[config.mk]
export PLATFORM = sky130hd
export DESIGN_NAME = lasa_ram
export DESIGN_NICKNAME = d
export VERILOG_FILES = /design/src/rtl/core/assert_macros.svh /design/src/rtl/core/lasa_ram.sv
export SDC_FILE = /design/constraint.sdc
export NUM_CORES = 1
export LEC_CHECK = 0
export BUFFER_PORTS_ARGS = -buffer_cell sky130_fd_sc_hd__buf_2
export CAP_MARGIN = 20
export CORE_MARGIN = 4
export CORE_UTILIZATION = 42
export CTS_BUF_LIST = sky130_fd_sc_hd__clkbuf_8
export DETAILED_ROUTE_END_ITERATION = 6
export PLACE_DENSITY = 0.71
export SLEW_MARGIN = 5
export SYNTH_ARGS = -nofsm -noshare
export SYNTH_HDL_FRONTEND = slang
export SYNTH_SLANG_ARGS = --single-unit
[constraint.sdc]
create_clock -name clk_i -period 2.6 [get_ports clk_i]
set_clock_uncertainty 0.2 [all_clocks]
set_input_delay 0.78 -clock clk_i [delete_from_list [all_inputs] [get_ports clk_i]]
set_output_delay 0.78 -clock clk_i [all_outputs]
set_load 0.05 [all_outputs]
[src/rtl/core/assert_macros.svh]
// assertion macros shared by the rtl
// no dependencies
`ifndef ASSERT_MACROS_SVH
`define ASSERT_MACROS_SVH
// implication checked on every rising clock edge outside reset
`define ASSERT_IMPL(label, clk, rst_n, ante, cons, msg) \
  label: assert property (@(posedge clk) disable iff (!rst_n) (ante) |-> (cons)) else $error(msg);
// next-cycle implication
`define ASSERT_NEXT(label, clk, rst_n, ante, cons, msg) \
  label: assert property (@(posedge clk) disable iff (!rst_n) (ante) |=> (cons)) else $error(msg);
`endif

[src/rtl/core/lasa_ram.sv]
// generic single-port-write ram with registered read
// no dependencies
`timescale 1ns / 1ps
`default_nettype none
module lasa_ram #(
  parameter int unsigned Width = 8,
  parameter int unsigned Depth = 32
) (
  input  wire logic                     clk_i,
  input  wire logic                     we_i,
  input  wire logic [$clog2(Depth)-1:0] waddr_i,
  input  wire logic [Width-1:0]         wdata_i,
  input  wire logic [$clog2(Depth)-1:0] raddr_i,
  output logic      [Width-1:0]         rdata_o
);
  logic [Width-1:0] mem_q [Depth];
  always_ff @(posedge clk_i) begin
    if (we_i) mem_q[waddr_i] <= wdata_i;
    rdata_o <= mem_q[raddr_i];
  end
endmodule
`default_nettype wire

==> metrics.log <==
INFO  metric status = complete, no violations
INFO  metric end_kind = flip-flop
INFO  metric cp_data_required_time = between 2 and 3 ns
INFO  metric antenna_found_initial = 0
INFO  metric clock_insertion_delay_worst_skew = 0.53 ns
INFO  metric worst_path_max_delay_cell = mux4_2
INFO  metric dp_slack = -0.295 ns
INFO  metric wl_met1 = 8770 µm
INFO  metric yosys.area.top_type_share = 0.765
INFO  metric critPathLaunchType = primary input
INFO  metric worst_path_largest_cell_delay = 0.57 ns
INFO  metric layout_setup_ws = approximately 0.25 ns
INFO  metric dr.pass1.iters = 5
INFO  metric wl_met3 = 1890 µm
INFO  metric final_std_cells_w_o_fill = 853
INFO  metric clkSlewWorstSetupHoldPaths = approximately 0.060 ns
INFO  metric hold_viol = 0
INFO  metric critical_path_arrival = 2.56 ns
INFO  metric holdCritPathClass = in2reg
INFO  metric netlist_area = 10,100 µm²
INFO  metric report.final.setup_viol = 0
INFO  metric numClockSinks = 264
INFO  metric placementRows = 56
INFO  metric port_buffers = 27
INFO  metric synth_seq_area_share = 0.781
INFO  metric cts_max_path_buffers = 3
INFO  metric cts_setup_buffers = 0
INFO  metric top_layer = met4
INFO  metric period_needed = approximately 2.3 ns
INFO  metric internal_power = 6.70 mW
INFO  metric nets = about 530
INFO  metric groute.usage.overall = 0.160
INFO  metric postcts_resize_cnt = 0
INFO  metric min_path_cells = 2
INFO  metric post-layout-total-power = around 8.5 mW
INFO  metric area.growth.synth_to_final = 15.7%
INFO  metric yosysWarningCount = 0
INFO  metric synthesis.area_per_instance = 24.1 µm²
INFO  metric detail_route.drc_violations = 0
INFO  metric rsz_0062_raised_after_global_routing = no
INFO  metric power.density_cell_area = 732 nW/µm²
INFO  metric num-fill-cells = 1,881
INFO  metric r2r.worst_path.cells = 3
INFO  metric antenna_left = 0
INFO  metric path_cells = buf_4 -> buf_12 -> mux4_2 -> mux4_2 -> mux2_2
INFO  metric yosys_register_bits = 264
INFO  metric vias_per_cell = 5.44
INFO  metric distinct_cell_type_count_of_the_synthesized_netlist = 15
INFO  metric syn_nets = 437
INFO  metric synth.largest_area_cell = edfxtp_1
INFO  metric die_width = ~160 µm
INFO  metric hold_buf_cts = 0
INFO  metric cts-buffers-inserted = 40
INFO  metric p_clk_frac = 0.381
INFO  metric critical-path-top-cell-by-count = mux4_2
INFO  metric yosys-top-cells-area = edfxtp_1 76%, mux4_2 18%, dfxtp_1 1.6%, nor2_1 1.2%, mux2_2 0.90%
INFO  metric seqPwrFrac = 0.558
INFO  metric number_of_max_cap_violations = 0
INFO  metric placeable_area = 23,500 µm²
INFO  metric gp_congestion = slightly below 0.8
INFO  metric biggest_fanout_along_the_worst_timing_path = 29
INFO  metric tightest_slew = 0.638 ns
INFO  metric met2WireLength = 9330 µm
INFO  metric p_switching = 1.82 mW
INFO  metric vias = 4,639
INFO  metric ff_latch_area = roughly 8000 µm²
INFO  metric floorplan.die_area = 26,500 µm²
INFO  metric post-route-util = 0.494
INFO  metric power.leakage = 3.76 nW
INFO  metric grt_max_degree = 33
INFO  metric htree_num_levels = 2
INFO  metric pin_count = 28
INFO  metric cts.root.buffer_cell = clkbuf_8
INFO  metric initialDrtViolationCount = 430
INFO  metric grt_pass1_vias = 4,909
INFO  metric hpwl_detailed = 12,800 µm
INFO  metric num_antenna_cells = 0
INFO  metric share_of_layout_cells_above_drive_strength_1 = 0.399
INFO  metric swShare = 0.214
INFO  metric cts_tree = built
INFO  metric routed_wl = between 20,000 and 25,000 µm
INFO  metric dpl.cell_count = 784
INFO  metric power.share.combinational = 0.060
INFO  metric timing.fmax = 426 MHz
INFO  metric wire_length_of_the_first_global_routing_pass = between 30,000 and 40,000 µm
INFO  metric wl_per_cell = ~24 µm
INFO  metric finalCritPeriodShare = 0.903
INFO  metric multi_input_area = between 2000 and 2500 µm²
INFO  metric finalMaxSlewViolations = 0
INFO  metric overflow = 0
INFO  metric chipHeight = 163 µm
INFO  metric vdd_drop_max = 285 µV
INFO  metric critical_path_class = in2reg
INFO  metric fin_hold_ws = slightly above 0.5 ns
INFO  metric maxSlewHeadroom = 0.574
INFO  metric initial_core_util = 0.427
INFO  metric syn_inst = 417
-- Yosys cell counts --
| master | n |
|---|---|
| nand2_1 | 1 |
| or3_1 | 1 |
| buf_1 | 6 |
| nand3_1 | 2 |
| or3b_2 | 3 |
| mux2_2 | 8 |
| buf_4 | 6 |
| buf_2 | 1 |
| dfxtp_1 | 8 |
| clkbuf_1 | 6 |
| nand3b_1 | 5 |
| edfxtp_1 | 256 |
| mux4_2 | 80 |
| buf_6 | 1 |
| nor2_1 | 33 |
-- kinds of logic after synthesis --
group	Yosys count	share of synthesized area
multiplexers	88	0.188
buffers and inverters	20	0.0106
AND/OR/NAND/NOR	45	0.0207
flip-flops	264	0.781
-- path summary, 6_finish.rpt --
check	to	slack, ns	startpoint
max	rdata_o[7]	0.25	raddr_i[0]
min reg2reg	rdata_o[2]	0.69	mem_q[14][2]
max reg2reg	rdata_o[6]	0.60	mem_q[4][6]
min	rdata_o[5]	0.52	raddr_i[3]
-- power by group through the flow --
stage | sequential [mW] | clock (mW) | combinational [mW]
4_1_cts | 4.76 | 3.30 | 0.522
3_5_place_dp | 4.85 | 0 | 0.519
3_3_place_gp | 4.84 | 0 | 0.508
6_report | 4.76 | 3.25 | 0.514
5_1_grt | 4.76 | 3.50 | 0.548
2_1_floorplan | 4.90 | 0 | 0.272
-- per-layer routing --
layer / global-route usage / up-vias
li1: - / 1958
met1: 0.240 / 2436
met2: 0.230 / 214
met3: 0.0433 / 31
met4: 0.0518 / 0
met5: 0 / -
-- area by class of cell --
cell class                 instances  share of cell area
clock buffer                      44              0.0521
clock inverter                    25              0.0137
multi-input combinational        133               0.181
sequential                       264               0.675
tap                              319              0.0343
timing repair buffer              68              0.0448
-- state kept, by name, summed over array words and instances, names as in the netlist --
register / count
mem_q: 256
rdata_o: 8
-- worst max-delay path, delay by kind of cell --
kind,cells,cell delay (ns)
buffers and inverters,2,0.39
multiplexers,3,1.36
-- metrics by stage --
step,setup TNS [ns],cell area (µm²)
4_1_cts,0,11600
2_1_floorplan,0,10200
6_report,0,11600
3_3_place_gp,-2.09,10900
3_5_place_dp,-2.16,10900
5_1_grt,0,11600
-- placed cells by master, fill, tap and decap left out --
| master | n |
|---|---|
| nand2_1 | 1 |
| nand3b_1 | 5 |
| or3b_2 | 3 |
| clkinvlp_4 | 1 |
| nor2_1 | 33 |
| mux4_2 | 80 |
| nand3_1 | 2 |
| clkinv_2 | 7 |
| or3_1 | 1 |
| buf_4 | 36 |
| mux2_2 | 8 |
| buf_12 | 6 |
| inv_1 | 11 |
| bufinv_16 | 2 |
| dfxtp_1 | 8 |
| edfxtp_1 | 256 |
| buf_2 | 26 |
| clkbuf_8 | 44 |
| clkinv_1 | 4 |
Note: power is estimated with default switching activity, not from simulation.
