## config.mk

```make
export PLATFORM = sky130hd
export DESIGN_NAME = lasa_cell
export DESIGN_NICKNAME = d
export VERILOG_FILES = /design/src/rtl/core/assert_macros.svh /design/src/rtl/core/lasa_pkg.sv /design/src/rtl/core/lasa_cell.sv
export SDC_FILE = /design/constraint.sdc
export NUM_CORES = 1
export LEC_CHECK = 0
export ABC_AREA = 1
export BUFFER_PORTS_ARGS = -buffer_cell sky130_fd_sc_hd__buf_4
export CORE_AREA = 10 10 219 221
export DETAILED_ROUTE_END_ITERATION = 8
export DIE_AREA = 0 0 229 231
export GPL_ROUTABILITY_DRIVEN = 0
export PLACE_DENSITY = 0.57
export SYNTH_ARGS = -nofsm -noshare
export SYNTH_HDL_FRONTEND = slang
export SYNTH_SLANG_ARGS = --single-unit
```

## constraint.sdc

```tcl
create_clock -name vclk -period 19.3
set_input_delay 0.965 -clock vclk [all_inputs]
set_output_delay 0.965 -clock vclk [all_outputs]
set_load 0.005 [all_outputs]
```

## src/rtl/core/assert_macros.svh

```systemverilog
// assertion macros shared by the rtl
// no dependencies
`ifndef ASSERT_MACROS_SVH
`define ASSERT_MACROS_SVH
// implication checked on every rising clock edge outside reset
`define ASSERT_IMPL(label, clk, rst_n, ante, cons, msg) \
  label: assert property (@(posedge clk) disable iff (!rst_n) (ante) |-> (cons)) else $error(msg);
// next-cycle implication
`define ASSERT_NEXT(label, clk, rst_n, ante, cons, msg) \
  label: assert property (@(posedge clk) disable iff (!rst_n) (ante) |=> (cons)) else $error(msg);
`endif

```

## src/rtl/core/lasa_pkg.sv

```systemverilog
// package for the local alignment statistics block
// types and constants; no dependencies
`timescale 1ns / 1ps
`default_nettype none
package lasa_pkg;
  localparam int unsigned MaxQueryDef  = 1024;
  localparam int unsigned ScoreBitsDef = 16;
  localparam int unsigned AlphabetDef  = 32;

  typedef enum logic [1:0] {
    OP_TABLE  = 2'd0,
    OP_APPEND = 2'd1,
    OP_DB     = 2'd2,
    OP_CLEAR  = 2'd3
  } opcode_e;

  typedef enum logic [1:0] {
    CFG_GAP_OPEN = 2'd0,
    CFG_GAP_EXT  = 2'd1,
    CFG_NEG_LIM  = 2'd2,
    CFG_POS_LIM  = 2'd3
  } cfg_idx_e;

  typedef enum logic [2:0] {
    ST_IDLE,
    ST_INIT,
    ST_READ,
    ST_CELL,
    ST_DONE,
    ST_OUT
  } state_e;

  typedef struct packed {
    logic [1:0]        opcode;
    logic [4:0]        residue;
    logic [4:0]        table_row;
    logic [4:0]        table_col;
    logic signed [7:0] table_value;
    logic              last;
  } in_item_t;

  typedef struct packed {
    logic [14:0] score;
    logic [14:0] matches_res;
    logic [14:0] similar;
    logic [14:0] align_length;
    logic [9:0]  end_qpos;
    logic [15:0] end_ref;
    logic        saturated;
  } out_item_t;

  typedef struct packed {
    logic [1:0]  cfg_idx;
    logic [15:0] cfg_data;
  } cfg_req_t;
endpackage
`default_nettype wire

```

## src/rtl/core/lasa_cell.sv

```systemverilog
// one dynamic-programming cell update: gap choices, max, count paths
// depends on lasa_pkg
`timescale 1ns / 1ps
`default_nettype none
module lasa_cell import lasa_pkg::*; #(
  parameter int unsigned ScoreBits = ScoreBitsDef
) (
  input  wire logic [7:0]                  gap_open_i,
  input  wire logic [7:0]                  gap_ext_i,
  input  wire logic signed [ScoreBits-1:0] neg_i,
  input  wire logic signed [ScoreBits+1:0] neg_full_i,
  input  wire logic [14:0]                 pos_i,
  input  wire logic signed [7:0]           mat_i,
  input  wire logic                        ident_i,
  // up (h of previous row), f, diagonal, left (col), e
  input  wire logic signed [ScoreBits-1:0] u_h_i, u_m_i, u_s_i, u_l_i,
  input  wire logic signed [ScoreBits-1:0] f_h_i, f_m_i, f_s_i, f_l_i,
  input  wire logic signed [ScoreBits-1:0] d_h_i, d_m_i, d_s_i, d_l_i,
  input  wire logic signed [ScoreBits-1:0] l_h_i, l_m_i, l_s_i, l_l_i,
  input  wire logic signed [ScoreBits-1:0] e_h_i, e_m_i, e_s_i, e_l_i,
  output logic signed [ScoreBits-1:0]      h_o, hm_o, hs_o, hl_o,
  output logic signed [ScoreBits-1:0]      nf_h_o, nf_m_o, nf_s_o, nf_l_o,
  output logic signed [ScoreBits-1:0]      ne_h_o, ne_m_o, ne_s_o, ne_l_o,
  output logic                             ovf_o
);
  localparam int unsigned W = ScoreBits + 2;
  localparam logic signed [W-1:0] Hi = W'((1 << (ScoreBits - 1)) - 1);
  localparam logic signed [W-1:0] Lo = -Hi - W'(1);

  function automatic logic signed [ScoreBits-1:0] hold(input logic signed [W-1:0] v);
    if (v < Lo) hold = Lo[ScoreBits-1:0];
    else if (v > Hi) hold = Hi[ScoreBits-1:0];
    else hold = v[ScoreBits-1:0];
  endfunction

  logic signed [W-1:0] go, ge, fop, fex, eop, eex, fh, el, fl, eh, dg, h, pl;
  logic signed [W-1:0] hm, hs, hl;
  logic signed [ScoreBits-1:0] fhh, ehh;

  always_comb begin
    go  = W'($signed({1'b0, gap_open_i}));
    ge  = W'($signed({1'b0, gap_ext_i}));
    pl  = W'($signed({1'b0, pos_i}));
    fop = W'(u_h_i) - go;
    fex = W'(f_h_i) - ge;
    if (fop > fex) begin
      fh = fop; nf_m_o = u_m_i; nf_s_o = u_s_i; fl = W'(u_l_i);
    end else begin
      fh = fex; nf_m_o = f_m_i; nf_s_o = f_s_i; fl = W'(f_l_i);
    end
    fhh = hold(fh);
    nf_h_o = fhh;
    nf_l_o = hold(fl + W'(1));
    eop = W'(l_h_i) - go;
    eex = W'(e_h_i) - ge;
    if (eop > eex) begin
      eh = eop; ne_m_o = l_m_i; ne_s_o = l_s_i; el = W'(l_l_i);
    end else begin
      eh = eex; ne_m_o = e_m_i; ne_s_o = e_s_i; el = W'(e_l_i);
    end
    ehh = hold(eh);
    ne_h_o = ehh;
    ne_l_o = hold(el + W'(1));
    dg = W'(d_h_i) + W'(mat_i);
    h = dg;
    if (W'(ehh) > h) h = W'(ehh);
    if (W'(fhh) > h) h = W'(fhh);
    if (h < 0) h = '0;
    if (h == 0) begin
      hm = '0; hs = '0; hl = '0;
    end else if (h == dg) begin
      hm = W'(d_m_i) + W'(ident_i);
      hs = W'(d_s_i) + W'(mat_i > 0);
      hl = W'(d_l_i) + W'(1);
    end else if (h == W'(fhh)) begin
      hm = W'(nf_m_o); hs = W'(nf_s_o); hl = W'(nf_l_o);
    end else begin
      hm = W'(ne_m_o); hs = W'(ne_s_o); hl = W'(ne_l_o);
    end
    ovf_o = (h < neg_full_i) || (h > pl) || (hm > pl) || (hs > pl) || (hl > pl);
    h_o  = hold(h);
    hm_o = hold(hm);
    hs_o = hold(hs);
    hl_o = hold(hl);
  end
  logic unused_neg;
  assign unused_neg = ^neg_i;
endmodule
`default_nettype wire

```

==> metrics.md, run 1 <==
| Metric | Value |
|---|---|
| Top cell by count, worst path | nand2_1 |
| Minimum clock period | 15.40 ns |
| Clock buf count | 0 |
| Die area | 52900 um^2 |
| Worst rel slew slack | 0.256 |
| DRC viols | 0 |
| Fmax | 0.0649 GHz |
| Filler instances | 4847 |
| Row count | 77 |
| First-pass GRT wire length | 107000 um |
| Setup TNS | 0 ns |
| Critical path type | input port to primary output |
| XOR/XNOR Fraction of Synth Area | 0.0636 |
| Starting density of the core | 0.312 |
| Share of layout cells above drive strength 1 | 0.258 |
| DRT Pass-1 Iters | 5 |
| Max-cap violations | 0 |
| Per-cell routed wire length | 20.9 um |
| Power per cell area | 120 nW/um^2 |
| PostCTS Resize Cnt | 0 |
| Post-Synth Adder-Cell Area | 0.190 |
| Largest net degree at the start of global routing | 107 |
| Multiplexer share of the synthesized area | 0.0246 |
| Global route overflow | 0 |
| Startpoint Class | input port |
| Drt via density | 5.04 |
| Placed cell count | 3505 |
| Iter 0 DRT Violations | 1120 |
| DIE WIDTH | 229 um |
| Unrepaired setup endpoints after global routing | false |
| Cell accounting for the most synthesized area | ha_1 |
| Total power | 2.20 mW |
| Worst Path Required | 18.33 ns |
| Crit path max fanout | 106 |
| Top cell type's share of synthesized area | 0.183 |
| Post-synthesis simple-gate area fraction | 0.390 |
| Overall Global Routing Usage | 0.259 |
| Register area | 0 um^2 |
| CP Data Arrival Time | 14.44 ns |
| Post-synthesis compound-gate area fraction | 0.176 |
| Die height | 231 um |
| Slew Limit Fails | 0 |
| Syn_area_per_cell | 5.67 um^2 |
| Final Util | 0.418 |
| Core ar. | 43700 um^2 |
| Final worst-path cycle share | 0.798 |
| Vias in the first global route | 17300 |
| Synth-to-Final Area Change | 34.0% |
| CP max-delay cell | clkinv_2 |
| Yosys warns | 0 |
| Postcts setup bufs | 0 |
| Port bufs | 570 |
| FFs & Latches | 0 |
| Sequential area share after synthesis | 0 |
| Slowest Stage Delay on Critical Path | 0.76 ns |
| Max VDD drop | 0.123 mV |
| Hold Vio Cnt, Final | 0 |
| Cell variety after synth | 64 |
| # setup viols final | 0 |
| Non-Filler Instances | 3516 |
| LEAKAGE | 10.7 nW |
| Outcome | finished, final reports clean |
| Hold Crit Class | input port to primary output |
| Antenna Nets Post-Route | 0 |
| Hpwl dp | 65300 um |
| Post-synth net total | 3001 |
| Via count | 17700 |
| I/O pin total | 587 |
| Initial antenna violation count | 15 |
| CTS Hold Bufs | 0 |
| Post-Syn Area | 13600 um^2 |
| Critical Path End Type | primary output |
| Routed WL | 73700 um |
| Final nets | 3513 |
| Actual slew at the worst max-slew pin | 1.12 ns |
| Synth area leaders | ha_1, nand2_1, inv_1 |
| Combinational family with the most area after synthesis | simple AND/OR/NAND/NOR gates |
| Post-Syn Instances | 2403 |
-- cells in the final DEF (no fill, tap or decap), types with 16 or more instances in the layout --
cell type / synthesis / final
nand2_1: 641 / 640
buf_4: 10 / 575
inv_1: 424 / 424
ha_1: 199 / 199
nand3_1: 165 / 165
nor2_1: 163 / 163
a21oi_1: 134 / 134
o21ai_0: 102 / 102
xor2_1: 77 / 77
nand2_2: 43 / 43
nand4_1: 35 / 35
o21ai_1: 33 / 33
nor3_1: 32 / 32
mux2i_1: 29 / 29
o211ai_2: 25 / 25
xnor2_1: 22 / 22
inv_2: 16 / 16
-- metrics by stage --
step	cell area, um^2	hold slack [ns]	worst slack, ns
after floorplan	13600	2.03	7.98
after global placement	18200	2.25	4.18
after detailed placement	18200	2.25	4.07
after CTS	18200	2.25	4.03
after global routing	18300	2.26	2.52
final	18300	2.25	3.90
-- synth_stat cells (all sizes together), types with 5 or more instances --
cell,number
a211oi,11
a21boi,12
a21o,8
a21oi,147
a31oi,7
and2,5
buf,55
clkbuf,10
fa,5
ha,199
inv,440
mux2i,29
nand2,687
nand3,182
nand3b,16
nand4,36
nor2,185
nor3,34
nor4,13
o211ai,37
o21ai,146
o21bai,5
or2,10
xnor2,22
xor2,77
-- worst paths after layout --
check / startpoint / to / cells after the start
hold / removal: u_m_i[15] / nf_m_o[15] / 4
setup / recovery: gap_open_i[2] / ovf_o / 73
-- critical path, delay by kind of cell --
kind	cells	cell delay (ns)
compound gates	16	3.13
simple gates	36	4.43
fa+ha+maj	5	1.42
buf+inv	13	3.58
xor+xnor	3	0.81
-- report_power, final --
part           internal, mW  switching, mW     total, mW
sequential                0              0             0
clock          0.0000000769              0  0.0000000769
combinational         0.809           1.39          2.20
-- routing by layer --
metal | track usage | routed length, um | up-vias
met4 | 0.101 | 2980 | 8
met2 | 0.495 | 38100 | 629
met3 | 0.0391 | 4260 | 106
met5 | 0 | 56 | -
li1 | - | - | 8822
met1 | 0.280 | 28300 | 8162
-- layout make-up --
| type | instances | area [um^2] | area share |
|---|---|---|---|
| multi-input cells | 1897 | 11500 | 0.631 |
| well taps | 592 | 741 | 0.0406 |
| diodes | 11 | 27.5 | 0.00151 |
| inverters | 441 | 1660 | 0.0907 |
| repair buffers | 575 | 4320 | 0.236 |
-- logic make-up (layout without fill, tap and decap cells) --
family                     count (synthesis)  after routing
AOI/OAI and AO/OA                        387            387
other                                      1             12
buffers and inverters                    506           1016
xor gates and xnor gates                  99             99
and+or+nand+nor                         1173           1173
adders and majority gates                204            204
muxes                                     33             33
Power figures use the tool's default switching activity.
==> run 2: changes to the inputs <==
--- a/config.mk
+++ b/config.mk
@@ -11,7 +11,7 @@
 export DETAILED_ROUTE_END_ITERATION = 8
 export DIE_AREA = 0 0 229 231
 export GPL_ROUTABILITY_DRIVEN = 0
-export PLACE_DENSITY = 0.57
+export PLACE_DENSITY = 0.59
 export SYNTH_ARGS = -nofsm -noshare
 export SYNTH_HDL_FRONTEND = slang
 export SYNTH_SLANG_ARGS = --single-unit
==> constraint.sdc (replaced) <==
create_clock -name vclk -period 12.6
set_input_delay 0.63 -clock vclk [all_inputs]
set_output_delay 0.63 -clock vclk [all_outputs]
set_load 0.005 [all_outputs]
==> run 2 against run 1 <==
Via count rose by 1.9%. Cell count up 1.2%. Critical endpoint unchanged. Utilization grew 1.1 points. Count of clock-buffer cells in the layout unchanged. Critical path depth unchanged. Total power rose by 62%. Highest routed layer unchanged.
==> metrics.md, run 2 (synthesized netlist as in run 1, its figures left out) <==
| Metric | Value |
|---|---|
| Outcome | finished, final reports clean |
| First-pass GRT wire length | 109000 um (+2.2%) |
| Largest net degree at the start of global routing | 91 (-15%) |
| Fmax | 0.0853 GHz |
| Placed cell count | 3540 (+1.0%) |
| FFs & Latches | 0 (unchanged) |
| Via count | 18100 (+1.9%) |
| CP delay by family, top | simple AND/OR/NAND/NOR gates |
| Hold wc startpoint | u_s_i[9] |
| CP max-delay cell | fa_1 |
| Slew Limit Fails | 0 (unchanged) |
| Slowest Stage Delay on Critical Path | 0.41 ns (-0.35 ns) |
| Most frequent cells in the layout | nand2_1, buf_4, inv_1 |
| Commonest non-fill, non-tap cell in the layout | nand2_1 |
| Top cell by count, worst path | nand2_1 |
| Iter 0 DRT Violations | 1104 (-1.4%) |
| Initial antenna violation count | 13 (-2) |
| Worst rel slew slack | 0.387 (+0.131) |
| Final Util | 0.429 (+0.0110) |
| Post-Place Setup Slack | 0.503 ns (-3.56 ns) |
| Share of layout cells above drive strength 1 | 0.272 (+0.0135) |
| Vias in the first global route | 17800 (+3.0%) |
| Routed WL | 76000 um (+3.2%) |
| CP Data Arrival Time | 11.10 ns (-3.34 ns) |
| Die height | 231 um (unchanged) |
| Final WS setup | 0.873 ns (-3.03 ns) |
| Clock buf count | 0 (unchanged) |
| Hold Vio Cnt, Final | 0 (unchanged) |
| Register area | 0 um^2 (unchanged) |
| LEAKAGE | 11.0 nW (+2.5%) |
| Worst Path Required | 11.97 ns (-6.36 ns) |
| Die area | 52900 um^2 (unchanged) |
| Setup crit start | gap_open_i[0] |
| Final nets | 3556 (+1.2%) |
| Critical Path End Type | primary output |
| Port bufs | 570 (unchanged) |
| Crit path buf inv count | 10 (-3) |
| Actual slew at the worst max-slew pin | 0.919 ns (-0.196 ns) |
| Power per cell area | 189 nW/um^2 (+57%) |
| Global route overflow | 0 (unchanged) |
| Starting density of the core | 0.312 (unchanged) |
| Startpoint Class | input port |
| DIE WIDTH | 229 um (unchanged) |
| Overall Global Routing Usage | 0.267 (+0.00848) |
| I/O pin total | 587 (unchanged) |
| Per-cell routed wire length | 21.4 um (+2.0%) |
| Final worst-path cycle share | 0.931 |
| Max-cap violations | 0 (unchanged) |
| Hold_ws | 1.59 ns (-0.662 ns) |
| Minimum clock period | 11.73 ns |
| Setup TNS | 0 ns (unchanged) |
| # setup viols final | 0 (unchanged) |
| Hold Crit Class | input port to primary output |
| Row count | 77 (unchanged) |
| Synth-to-Final Area Change | 37.6% |
| Unrepaired setup endpoints after global routing | false |
| Non-Filler Instances | 3559 (+1.2%) |
| Core ar. | 43700 um^2 (unchanged) |
| Max VDD drop | 0.215 mV (+75%) |
| DRC viols | 0 (unchanged) |
| WHS Path Cells | 4 (unchanged) |
| Drt via density | 5.08 (+0.70%) |
| Hold Path End | nf_s_o[9] |
| Hpwl dp | 67300 um (+3.0%) |
| DRT Pass-1 Iters | 5 (unchanged) |
| Crit path max fanout | 28 (-74%) |
| Filler instances | 4706 (-2.9%) |
| Antenna Nets Post-Route | 0 (unchanged) |
| Critical path type | input port to primary output |
## run 2: power by group
part           internal, mW  switching (mW)
Sequential                0               0
Clock           0.000000118               0
Combinational          1.35            2.20
## run 2: worst max path at each step
stage | cells after the start | to
finish | 73 | ovf_o
global route | 79 | ovf_o
CTS | 75 | ovf_o
floorplan | 78 | ovf_o
detailed placement | 75 | ovf_o
global placement | 74 | ovf_o
## run 2: repair_timing
action	in CTS	in global routing
endpoints found under the setup margin	0	1
gates resized for setup	0	18
hold buffers	0	0
buffers inserted	0	6
## run 2: cell type report
type               count  area (um^2)  area share
diodes                11         27.5     0.00147
repair buffers       617         4720       0.252
inverters            441         1660      0.0887
multi-input cells   1898        11600       0.618
well taps            592          741      0.0395
## run 2: layer usage
metal	wire length (um)	vias up	track usage
li1	-	8910	-
met5	27	-	0
met3	4620	179	0.0446
met2	40100	721	0.521
met1	26000	8255	0.256
met4	5350	4	0.170
## run 2: stage by stage
stage	power, mW	area (um^2)
2_1_floorplan	2.09	13600
3_3_place_gp	3.40	18600
3_5_place_dp	3.47	18600
4_1_cts	3.49	18600
5_1_grt	3.94	18700
6_report	3.55	18700
